**src/hw/rtl/pareto_front_ranker_core_defines.svh**
```systemverilog
// Assertion macros shared by the ranker RTL.
`ifndef PARETO_FRONT_RANKER_CORE_DEFINES_SVH
`define PARETO_FRONT_RANKER_CORE_DEFINES_SVH
`ifndef SYNTHESIS
`define PFR_ASSERT(lbl, clk, rst_n, prop, msg) \
  lbl: assert property (@(posedge clk) disable iff (!rst_n) prop) else $error(msg);
`define PFR_ASSERT_NEVER(lbl, clk, rst_n, prop, msg) \
  lbl: assert property (@(posedge clk) disable iff (!rst_n) !(prop)) else $error(msg);
`else
`define PFR_ASSERT(lbl, clk, rst_n, prop, msg)
`define PFR_ASSERT_NEVER(lbl, clk, rst_n, prop, msg)
`endif
`endif

```
**src/hw/rtl/pfr_pkg.sv**
```systemverilog
package pfr_pkg;

  localparam int unsigned ObjW      = 32;
  localparam int unsigned ObjMax    = 3;
  localparam int unsigned IndexW    = 6;
  localparam int unsigned RankW     = 6;
  localparam int unsigned MaskW     = 3;

  typedef struct packed {
    logic signed [ObjW-1:0] objective_first;
    logic signed [ObjW-1:0] objective_second;
    logic signed [ObjW-1:0] objective_third;
    logic                   final_item;
  } pfr_in_t;

  typedef struct packed {
    logic [IndexW-1:0] member_index;
    logic [RankW-1:0]  front_rank;
    logic              run_end;
    logic              dropped;
  } pfr_out_t;

  // One stored individual, objective 0 in the lowest slot.
  typedef logic [ObjMax-1:0][ObjW-1:0] pfr_obj_t;

endpackage

```
**src/hw/rtl/pfr_dom.sv**
```systemverilog
module pfr_dom
  import pfr_pkg::*;
#(
  parameter int unsigned NumObj = 3
) (
  input  pfr_obj_t         a_i,
  input  pfr_obj_t         b_i,
  input  logic [MaskW-1:0] mask_i,
  output logic             beats_o
);

  // a dominates b: never worse, strictly better at least once.
  always_comb begin
    logic worse;
    logic better;
    worse  = 1'b0;
    better = 1'b0;
    for (int k = 0; k < NumObj; k++) begin
      if (mask_i[k]) begin
        worse  = worse  | ($signed(a_i[k]) < $signed(b_i[k]));
        better = better | ($signed(a_i[k]) > $signed(b_i[k]));
      end else begin
        worse  = worse  | ($signed(a_i[k]) > $signed(b_i[k]));
        better = better | ($signed(a_i[k]) < $signed(b_i[k]));
      end
    end
    beats_o = better & ~worse;
  end

endmodule
```
**config.mk**
```make
export PLATFORM = sky130hd
export DESIGN_NAME = pfr_dom
export DESIGN_NICKNAME = d
export VERILOG_FILES = /design/src/hw/rtl/pareto_front_ranker_core_defines.svh /design/src/hw/rtl/pfr_pkg.sv /design/src/hw/rtl/pfr_dom.sv
export SDC_FILE = /design/constraint.sdc
export NUM_CORES = 1
export LEC_CHECK = 0
export BUFFER_PORTS_ARGS = -buffer_cell sky130_fd_sc_hd__buf_2
export CORE_MARGIN = 8
export CORE_UTILIZATION = 46
export DETAILED_ROUTE_END_ITERATION = 12
export PLACE_DENSITY = 0.88
export SYNTH_ARGS = -nofsm -noshare
export SYNTH_HDL_FRONTEND = slang
export SYNTH_SLANG_ARGS = --single-unit
```
**constraint.sdc**
```tcl
create_clock -name vclk -period 7.4
set_input_delay 0.74 -clock vclk [all_inputs]
set_output_delay 0.74 -clock vclk [all_outputs]
set_load 0.02 [all_outputs]
```
==> results.md <==
* Part of the power in registers at 0%
* CTS resizes at 0
* Final setup vio count at 0
* Crit end category: output pin
* Die area at ~8200 sq um
* CTS hold repair buffers at 0
* Combinational power share at 100.0%
* Via count at roughly 3,200
* Inst Count DP at roughly 630
* HP Start: mask_i[1]
* Initial Util at 47.1%
* Layout cells sized above 1 at 36.1%
* Diode count at 0
* # DRC at 0
* PortBufs at about 200
* RSZ-0062 raised after global routing: no
* Cell Count, Final, Fillers Out at ~630
* Die Y at 90.6 um
* Cell Int Power at 0.0000950 W
* Worst min-delay path endpoint: beats_o
* GR peak layer: met2
* Worst-path cell chain: buf_2, inv_1, ha_1, a21o_1, nand3_1, a211oi_1, o41a_1, a211oi_1, mux2_2, mux2_2, a311oi_1, buf_2
* WS Path Type: input port to output pin
* Clk pwr share at 0%
* Slew margin rel. at roughly two thirds
* Final setup TNS at 0 ps
* Status: complete, no violations
* CLK BUF at 0
* Gpl congestion at about 0.9
* Slowest CP cell: o41a_1
* Switching pwr at about 0.000087 W
* Mapped Cells at approximately 360
* Final HPWL DP at roughly 8500 um
* Grt total ovfl at 0
* Worst hold stages at 4
* I/O pin cnt at roughly 200
* Hold Vio Cnt, Final at 0
* Syn Nets at approximately 650
* Setup ws final at approximately 3300 ps
* Cell variety after synth at 36
* Commonest non-fill, non-tap cell in the layout: buf_2
* Minimum clock period at roughly 4000 ps
* DR iter-0 viols at 50
* Post-synth top area cell: ha_1
* DR WL/cell at ~14 um
* Leak at 2.36 nW
* Antenna Nets Post-Route at 0
* Net Sw Frac at roughly 48%
* Synth top area share at between 40% and 50%
* Met2 Usage GRT at between 40% and 50%
* Largest net degree at the start of global routing at 9
* Data required, critical path at 6660 ps
* Max-slew violations at 0
* PwrDens at ~50 nW/um^2
* Initial antenna violation count at 0
* Post-CTS setup buffers at 0
* Total Routed Length at approximately 9000 um
* Area growth, synth to finish at 41.8%
* Vias in the first global route at about 3,500
* CP Max Fanout at 2
* Total track usage at approximately a fifth
* Worst hold path type: input port to output pin
* DP Worst Slack at 3380 ps
* Crit path largest cell delay at around 420 ps
* GR Layer Usage met1 at between 20% and 30%
* Row cnt at 27
* Seq Cell Count at 0
* Vias per cell at between 5 and 6
* Die W at around 91 um
* DRT Pass-1 Iters at 4
* Met3 usage at under 10%
* First-pass GRT wire length at roughly 15,000 um
* Core area at 5440 sq um
* Max cap viols at 0
* Startpoint Class: input port
* Most frequent cells in the layout: buf_2 (196), inv_1 (96), ha_1 (96)
* Register area at 0 sq um
* Sequential share of the synthesized area at 0%
* Final Cycle Share at between 50% and 60%
* Crit path DAT at between 3000 and 4000 ps
* Area contributors post-synth: ha_1 (47%), inv_1 (14%), a21oi_1 (6.6%)
* Core Util, Final at 66.8%
* Cell Area, Synth at 2560 sq um
* Ys Warns at 0
* Final net count at approximately 850
* Avg Inst Size Synth at between 7 and 8 sq um
* Worst VDD drop at approximately 28 uV
* Tot Pwr at between 0.00015 and 0.0002 W
* Max Fclk at 247 MHz
* Slew @ Worst Pin at a little over 500 ps
[through the flow]
step	hold slack, ps	cell area (sq um)
after global routing	1910	3630
after detailed placement	1900	3630
after CTS	1900	3630
after global placement	1880	3630
after floorplan	1690	2560
final	1900	3630
[how the worst max path moves through the flow]
stage                       start  endpoint  slack, ps  cells past startpoint
after global routing      b_i[37]   beats_o       3220                     12
final                     b_i[37]   beats_o       3350                     12
after floorplan           b_i[46]   beats_o       3460                     10
after CTS                 b_i[37]   beats_o       3370                     12
after detailed placement  b_i[37]   beats_o       3380                     12
after global placement     a_i[5]   beats_o       3470                     11
[power groups by stage]
| stage | sequential, W | combinational [W] | clock, W |
|---|---|---|---|
| floorplan | 0 | 0.000101 | 0 |
| global placement | 0 | 0.000172 | 0 |
| detailed placement | 0 | 0.000181 | 0 |
| CTS | 0 | 0.000183 | 0 |
| global route | 0 | 0.000208 | 0 |
| finish | 0 | 0.000182 | 0 |
[synthesized netlist by cell type (all sizes together) (4+ instances only)]
cell type	n
ha	96
inv	96
a21oi	34
nand4	24
nand2	16
a21o	10
nor2	10
nand3	9
a211oi	7
o211ai	7
o21ai	7
nor4	6
nor2b	4
[per-layer routing]
layer | part of all wire, % | vias up
met5 | 0 | -
met1 | 37 | 1423
met3 | 6.8 | 22
met4 | 2.7 | 0
met2 | 53 | 132
li1 | - | 1671
[kinds of logic after synthesis]
logic type                 after synthesis  share of synthesized area [%]
adders and majority gates               96                           46.9
and+or+nand+nor                         84                           17.9
buffers and inverters                   96                           14.1
AOI/OAI and AO/OA                       76                           18.7
xor gates and xnor gates                 1                          0.342
muxes                                    5                           2.05
[critical path: cells and delay by family]
family          cells  cell delay (ps)
compound gates      5             1180
mux                 2              650
buf+inv             3              360
fa+ha+maj           1              290
simple gates        1               90
[cell type report]
| type | count | area [sq um] |
|---|---|---|
| tap | 72 | 90.1 |
| timing repair buffer | 196 | 981 |
| inverter | 96 | 360 |
| fill | 495 | 1810 |
| multi-input combinational | 262 | 2200 |
No activity file was read; power rests on OpenSTA's default activity.
