File: config.mk
export PLATFORM = sky130hd
export DESIGN_NAME = pfr_ram
export DESIGN_NICKNAME = d
export VERILOG_FILES = /design/src/hw/rtl/pareto_front_ranker_core_defines.svh /design/src/hw/rtl/pfr_ram.sv
export SDC_FILE = /design/constraint.sdc
export NUM_CORES = 1
export LEC_CHECK = 0
export BUFFER_PORTS_ARGS = -buffer_cell sky130_fd_sc_hd__buf_2
export CORE_ASPECT_RATIO = 0.7
export CORE_MARGIN = 5
export CORE_UTILIZATION = 54
export CTS_BUF_LIST = sky130_fd_sc_hd__clkbuf_2
export CTS_CLUSTER_DIAMETER = 120
export DETAILED_ROUTE_END_ITERATION = 7
export HOLD_SLACK_MARGIN = 0.1
export PLACE_DENSITY = 0.67
export SETUP_SLACK_MARGIN = 0.1
export SYNTH_ARGS = -nofsm -noshare
export SYNTH_HDL_FRONTEND = slang
export SYNTH_SLANG_ARGS = --single-unit
File: constraint.sdc
create_clock -name clk_i -period 2.8 [get_ports clk_i]
set_input_delay 0.42 -clock clk_i [delete_from_list [all_inputs] [get_ports clk_i]]
set_output_delay 0.42 -clock clk_i [all_outputs]
set_load 0.005 [all_outputs]
File: src/hw/rtl/pareto_front_ranker_core_defines.svh
// Assertion macros shared by the ranker RTL.
`ifndef PARETO_FRONT_RANKER_CORE_DEFINES_SVH
`define PARETO_FRONT_RANKER_CORE_DEFINES_SVH
`ifndef SYNTHESIS
`define PFR_ASSERT(lbl, clk, rst_n, prop, msg) \
  lbl: assert property (@(posedge clk) disable iff (!rst_n) prop) else $error(msg);
`define PFR_ASSERT_NEVER(lbl, clk, rst_n, prop, msg) \
  lbl: assert property (@(posedge clk) disable iff (!rst_n) !(prop)) else $error(msg);
`else
`define PFR_ASSERT(lbl, clk, rst_n, prop, msg)
`define PFR_ASSERT_NEVER(lbl, clk, rst_n, prop, msg)
`endif
`endif

File: src/hw/rtl/pfr_ram.sv
module pfr_ram #(
  parameter int unsigned Width = 8,
  parameter int unsigned Depth = 64
) (
  input  logic                     clk_i,
  input  logic                     we_i,
  input  logic [$clog2(Depth)-1:0] waddr_i,
  input  logic [Width-1:0]         wdata_i,
  input  logic [$clog2(Depth)-1:0] raddr_i,
  output logic [Width-1:0]         rdata_o
);

  logic [Width-1:0] mem_q [Depth];
  logic [Width-1:0] rdata_q;

  always_ff @(posedge clk_i) begin
    if (we_i) begin
      mem_q[waddr_i] <= wdata_i;
    end
    rdata_q <= mem_q[raddr_i];
  end

  assign rdata_o = rdata_q;

endmodule

==> results of run 1 <==
## metal layers
layer / wire [um] / up-vias / GRT usage [%]
met5: 0 / - / 0
met4: 850 / 0 / 6.28
met3: 4140 / 67 / 5.31
met2: 20900 / 513 / 33.2
met1: 20100 / 5436 / 35.9
li1: - / 4455 / -
## per-stage QoR
step                worst slack [ns]  hold slack (ns)  area [um^2]
floorplan                      0.712            0.519        20200
global placement               0.153            0.797        21600
detailed placement             0.117            0.807        21600
CTS                            0.602            0.137        22800
global route                   0.525            0.168        22800
finish                         0.573            0.258        22800
## sequential cells by signal (all words and copies together), names as in the netlist
register	cells
rdata_o	8
mem_q	512
## cell usage after synthesis (all sizes together), types with 4 or more instances
library cell  number
edfxtp           512
mux4             126
nor2              83
buf               34
mux2i             23
nand2             19
clkbuf            17
nor2b             14
mux2              13
nand3             13
dfxtp              8
o221ai             8
o22ai              8
nand2b             7
nor3               7
a221oi             6
a211oi             4
o21ai              4
## cell type report
cell class	count	share of cell area [%]
Sequential cell	520	68.1
Multi-Input combinational cell	369	18.9
Tap cell	488	2.67
Clock buffer	165	3.62
Clock inverter	36	0.844
Antenna cell	3	0.0329
Timing Repair Buffer	167	5.87
## worst paths after layout
check | startpoint | endpoint | slack, ns | cells after the start
setup / recovery | mem_q[63][6]$_DFFE_PP_ | rdata_o[6]$_DFF_P_ | 0.57 | 6
hold / removal | raddr_i[2] | rdata_o[6]$_DFF_P_ | 0.26 | 6
setup reg to reg | mem_q[63][6]$_DFFE_PP_ | rdata_o[6]$_DFF_P_ | 0.57 | 6
hold reg to reg | mem_q[31][4]$_DFFE_PP_ | rdata_o[4]$_DFF_P_ | 0.83 | 3
## worst max-delay path, cell delays in order (launching register included)
cell	delay, ns
edfxtp_1	0.39
mux4_2	0.47
mux2i_1	0.39
nand3_1	0.14
dlygate4sd3_1	0.60
nand3_1	0.09
o32ai_1	0.07
## cell families (layout without fill, tap and decap cells)
group,count (synthesis),in the layout
buffers and inverters,51,368
other,0,3
muxes,162,162
and+or+nand+nor,153,153
DFF,520,520
AOI/OAI and AO/OA,54,54
## power by group through the flow
stage | clock network [uW] | registers (uW) | logic, uW
final | 4590 | 8630 | 855
after detailed placement | 0 | 8810 | 835
after global routing | 5140 | 8630 | 911
after floorplan | 0 | 8790 | 459
after CTS | 4730 | 8630 | 860
after global placement | 0 | 8810 | 823
==> run_results.csv, run 1 <==
group,metric,value,unit
status,status,"completed",
power,power_density,617,nW/um^2
layout,multi_input_comb_area,4320,um^2
floorplanning,dieArea,41400,um^2
floorplanning,core,37100,um^2
clock_network,cts_root_buf,"clkbuf_2",
timing,tightest_slew,1.16,ns
layout,area_growth,13.2,%
placed_design,hpwl,28800,um
setup_path,crit_path_start_kind,"flip-flop",
floorplanning,fp-row-count,59,
layout,fillers,2706,
clock_network,clk_path_buf_depth,3,
setup_path,required,3.75,ns
timing,relSlewSlack,22.5,%
logic_synthesis,synth_cell_types,40,
global_routing,grt_pass1_wl,68800,um
route,first_pass_iters,5,
logic_synthesis,synth-xor-area-share,0,%
global_routing,grtUsageTotal,22.9,%
timing,tns,0,ns
logic_synthesis,syn_nets,962,
logic_synthesis,synth_top_area_share,76.2,%
timing,rsz0062_at_grt,"false",
power,switching_power,3360,uW
floorplanning,die_y,172,um
layout,finalCoreUtilization,61.6,%
logic_synthesis,yosys_warnings,0,
layout,final_cell_mix,"edfxtp_1 (512), clkbuf_2 (165), mux4_2 (126), buf_4 (110), nor2_1 (83)",
clock_network,path_clk_slew,0.10,ns
route,drtIter0Drc,1090,
logic_synthesis,synth-seq-area-share,77.0,%
layout,fin_cells,1748,
power,p_seq_share,61.3,%
setup_path,end_kind,"flip-flop",
clock_network,clock-sinks,520,
route,vias,10471,
power,power.leakage,0.00758,uW
clock_network,htreeDepth,3,
setup_path,arrival,3.18,ns
logic_synthesis,synth_compound_area_share,2.07,%
job,maxCapViolCount,0,
global_routing,antenna_found_initial,2,
global_routing,grt_max_degree,65,
setup_path,crit_type,"flip-flop to flip-flop",
timing,slew_violations,0,
layout,regArea,15500,um^2
power,ir_drop,0.349,mV
route,wl_per_cell,26.3,um
route,postRouteWirelength,45900,um
logic_synthesis,synth_ff_type,"edfxtp_1",
logic_synthesis,synth.cell_area,20200,um^2
logic_synthesis,ys_seq_elements,520,
timing,setup-violations-final,0,
logic_synthesis,synth_top_family_by_area,"multiplexers",
placed_design,portBuffers,29,
power,internal-power,10700,uW
floorplanning,ioPinCount,30,
clock_network,insertion_delay,1.07,ns
power,switching_share,23.9,%
logic_synthesis,yosys.area.top_type,"edfxtp_1",
timing,fmax,449,MHz
route,drc_errors,0,
route,antenna_left,0,
timing,finalClockSkew,0.0504,ns
placed_design,place_inst,1521,
placed_design,gp_congestion,0.799,
power,pwr-share-clk,32.6,%
layout,layout.nets,1195,
global_routing,grt_pass1_vias,10672,
logic_synthesis,async_reset_ff_share,0,%
layout,final_common_cell,"edfxtp_1",
clock_network,cts_setup_buffers,0,
timing,period_share,79.5,%
power,combPwrFrac,6.1,%
logic_synthesis,synth_mux_area_share,15.9,%
global_routing,grt_overflow,0,
logic_synthesis,avgSynthCellArea,21.5,um^2
route,via_per_inst,5.99,
setup_path,cp_max_fo,1,
floorplanning,die_w,241,um
logic_synthesis,synth.area.top_cells,"edfxtp_1 (76%), mux4_2 (14%), nor2_1 (1.5%), mux2i_1 (1.1%), dfxtp_1 (0.79%)",
logic_synthesis,yosys.area_share.adder,0,%
layout,drive_gt1_share,36.7,%
timing,fin_crit,2.23,ns
logic_synthesis,synth_edf_count,512,
min_path,hold_class,"primary input to flip-flop",
logic_synthesis,syn_inst,940,
floorplanning,initial_core_util,54.4,%
power,fin_total_pwr,14100,uW
clock_network,numCtsBuffers,115,
logic_synthesis,synth-simple-area-share,3.39,%
timing,hold_viol_final,0,
clock_network,tritoncts,"done",
clock_network,cts_resized,0,
clock_network,postCtsHoldBufs,23,
No activity file was read; power rests on OpenSTA's default activity.
==> inputs of run 2 (changes only) <==
ABC_AREA = 1   (was not set)
PLACE_DENSITY = 0.7   (was 0.67)
clock period = 1.9 ns   (was 2.8 ns; I/O delays follow)
==> run 2 against run 1 <==
Against the previous run:
- via count rose by 41%
- count of clock-buffer cells in the layout up 13
- first-iteration DRC count increased by 89%
- largest cell class unchanged
- synthesized area rose by 5.8%
- setup slack got worse by 0.55 ns
- total power rose by 49%
==> run_results.csv, run 2 <==
group,metric,value,unit
clock_network,path_clk_slew,0.10,ns
power,power_density,874,nW/um^2
min_path,whs_endpoint,"rdata_o[2]$_DFF_P_",
layout,area_growth,12.6,%
logic_synthesis,avgSynthCellArea,11.8,um^2
timing,fmax,532,MHz
logic_synthesis,syn_inst,1805,
global_routing,grtUsageTotal,24.5,%
min_path,hold_class,"primary input to flip-flop",
global_routing,grt_pass1_vias,14189,
timing,tightest_slew,0.780,ns
floorplanning,dieArea,43700,um^2
setup_path,r2r_cells,9,
route,wl_per_cell,20.1,um
timing,fin_crit,1.88,ns
job,maxCapViolCount,0,
timing,finalClockSkew,0.0673,ns
timing,rsz0062_at_grt,"true",
logic_synthesis,synth_edf_count,512,
route,antenna_left,0,
setup_path,crit_path_start_kind,"primary input",
route,first_pass_iters,6,
setup_path,r2r_end,"rdata_o[7]$_DFF_P_",
logic_synthesis,yosys.area.top_type,"edfxtp_1",
layout,layout.nets,2021,
clock_network,htreeDepth,3,
setup_path,r2r_slack,0.18,ns
logic_synthesis,synth_cell_types,16,
timing,hold_viol_final,0,
logic_synthesis,yosys-top-cells-count,"nand2_1 (648), edfxtp_1 (512), nand3_1 (439)",
setup_path,required,2.67,ns
floorplanning,ioPinCount,30,
clock_network,tritoncts,"done",
power,fin_total_pwr,21000,uW
route,via_per_inst,5.63,
timing,period_share,98.9,%
placed_design,gp_congestion,0.911,
clock_network,numCtsBuffers,115,
floorplanning,core,38700,um^2
logic_synthesis,synth_top_area_share,72.0,%
logic_synthesis,synth-seq-area-share,72.8,%
setup_path,end_kind,"flip-flop",
logic_synthesis,ys_seq_elements,520,
route,vias,14734,
layout,drive_gt1_share,17.3,%
global_routing,grt_pass1_wl,81900,um
layout,largest_reg_flops,512,
layout,final_cell_mix,"nand2_1 (644), edfxtp_1 (512), nand3_1 (438), clkbuf_2 (178), buf_4 (107)",
placed_design,portBuffers,29,
placed_design,hpwl,31500,um
logic_synthesis,synth.cell_area,21300,um^2
setup_path,r2r_start,"mem_q[62][7]$_DFFE_PP_",
min_path,min-delay-start,"raddr_i[5]",
logic_synthesis,synth_ff_type,"edfxtp_1",
layout,finalCoreUtilization,62.0,%
global_routing,antenna_found_initial,2,
route,postRouteWirelength,52700,um
layout,final_common_cell,"nand2_1",
logic_synthesis,async_reset_ff_share,0,%
status,status,"completed",
logic_synthesis,yosys_warnings,0,
logic_synthesis,synth.area.top_cells,"edfxtp_1 (72%), nand2_1 (11%), nand3_1 (10%), buf_6 (1.8%), nor2_1 (0.99%)",
timing,relSlewSlack,48.0,%
global_routing,grt_overflow,0,
power,power.leakage,0.00908,uW
route,drc_errors,0,
logic_synthesis,synth_most_common_cell,"nand2_1",
min_path,hold_depth,5,
logic_synthesis,syn_nets,1827,
power,ir_drop,0.561,mV
global_routing,grt_max_degree,69,
floorplanning,fp-row-count,60,
floorplanning,initial_core_util,55.1,%
clock_network,clock-sinks,520,
clock_network,cts_setup_buffers,0,
timing,slew_violations,0,
setup_path,arrival,2.65,ns
setup_path,cp_max_fo,8,
route,drtIter0Drc,2055,
timing,hold_ws,0.268,ns
clock_network,cts_root_buf,"clkbuf_2",
layout,top_register,"mem_q",
clock_network,insertion_delay,1.07,ns
setup_path,crit_type,"primary input to flip-flop",
floorplanning,die_y,176,um
floorplanning,die_w,248,um
clock_network,clk_path_buf_depth,3,
timing,setup-violations-final,0,
-- run 2: cell count changes in the layout (fill, tap and decap cells not counted), moves of 9 or more --
cell,previous run,this run
nand2_1,19,644
nand3_1,13,438
mux4_2,126,0
nor2_1,83,56
mux2i_1,23,0
buf_12,7,24
nor2b_1,14,0
clkbuf_2,165,178
mux2_2,13,0
inv_1,0,9
-- run 2: stage by stage --
| stage | setup slack [ns] | cells | area, um^2 | TNS, ns |
|---|---|---|---|---|
| finish | 0.0218 | 2616 | 24000 | 0 |
| global route | -0.0423 | 2616 | 24000 | -0.187 |
| CTS | -0.0259 | 2615 | 24000 | -0.122 |
| detailed placement | 0.0594 | 2378 | 22600 | 0 |
| global placement | 0.0744 | 2378 | 22600 | 0 |
| floorplan | -0.151 | 1805 | 21300 | -9.67 |
-- run 2: timing repair --
item / 4_1_cts / 5_1_grt
hold buffers: 31 / 0
pin swaps: 0 / 1
endpoints found under the setup margin: 8 / 16
resized for setup: 12 / 11
hold endpoints to repair: 1032 / 0
gates cloned: 0 / 0
-- run 2: worst max-delay path by stage --
stage	startpoint	to	slack [ns]
after detailed placement	raddr_i[0]	rdata_o[5]$_DFF_P_	0.06
after global placement	raddr_i[0]	rdata_o[5]$_DFF_P_	0.07
after CTS	rdata_o[1]$_DFF_P_	rdata_o[1]	-0.03
after global routing	rdata_o[7]$_DFF_P_	rdata_o[7]	-0.04
after floorplan	we_i	mem_q[48][0]$_DFFE_PP_	-0.15
final	waddr_i[3]	mem_q[49][5]$_DFFE_PP_	0.02
-- run 2: cell type report --
class                   count  area, um^2
diodes                      1        2.50
clock buffers             178         891
clock inverters            28         110
fillers                  3096       14700
inverters                  12        52.6
multi-input cells        1160        4990
flip-flops and latches    520       15600
well taps                 527         659
repair buffers            190        1780
-- run 2: metal layers --
layer	track usage, %	routed length (um)	vias to the layer above
met3	6.19	5680	97
li1	-	-	6818
met2	35.1	22900	789
met5	0	7	-
met1	37.4	22800	7028
met4	7.35	1320	2
-- run 2: critical path, stage by stage --
cell and delay, ns:
dlygate4sd3_1 0.52, buf_2 0.16, inv_1 0.13, nand4_1 0.09, buf_4 0.16, dlygate4sd3_1 0.66
nor4_1 0.37, buf_4 0.26
-- run 2: cells by family (layout without fill, tap and decap cells) --
kind of cell	after synthesis	in the layout	synth area share, %
AND/OR/NAND/NOR	1160	1160	23.2
buffers and inverters	125	408	4.02
other	0	1	0
flip-flops	520	520	72.8
-- run 2: power by group --
group	switching [uW]	internal [uW]
clock	4180	2460
sequential	41.2	12700
combinational	1130	517
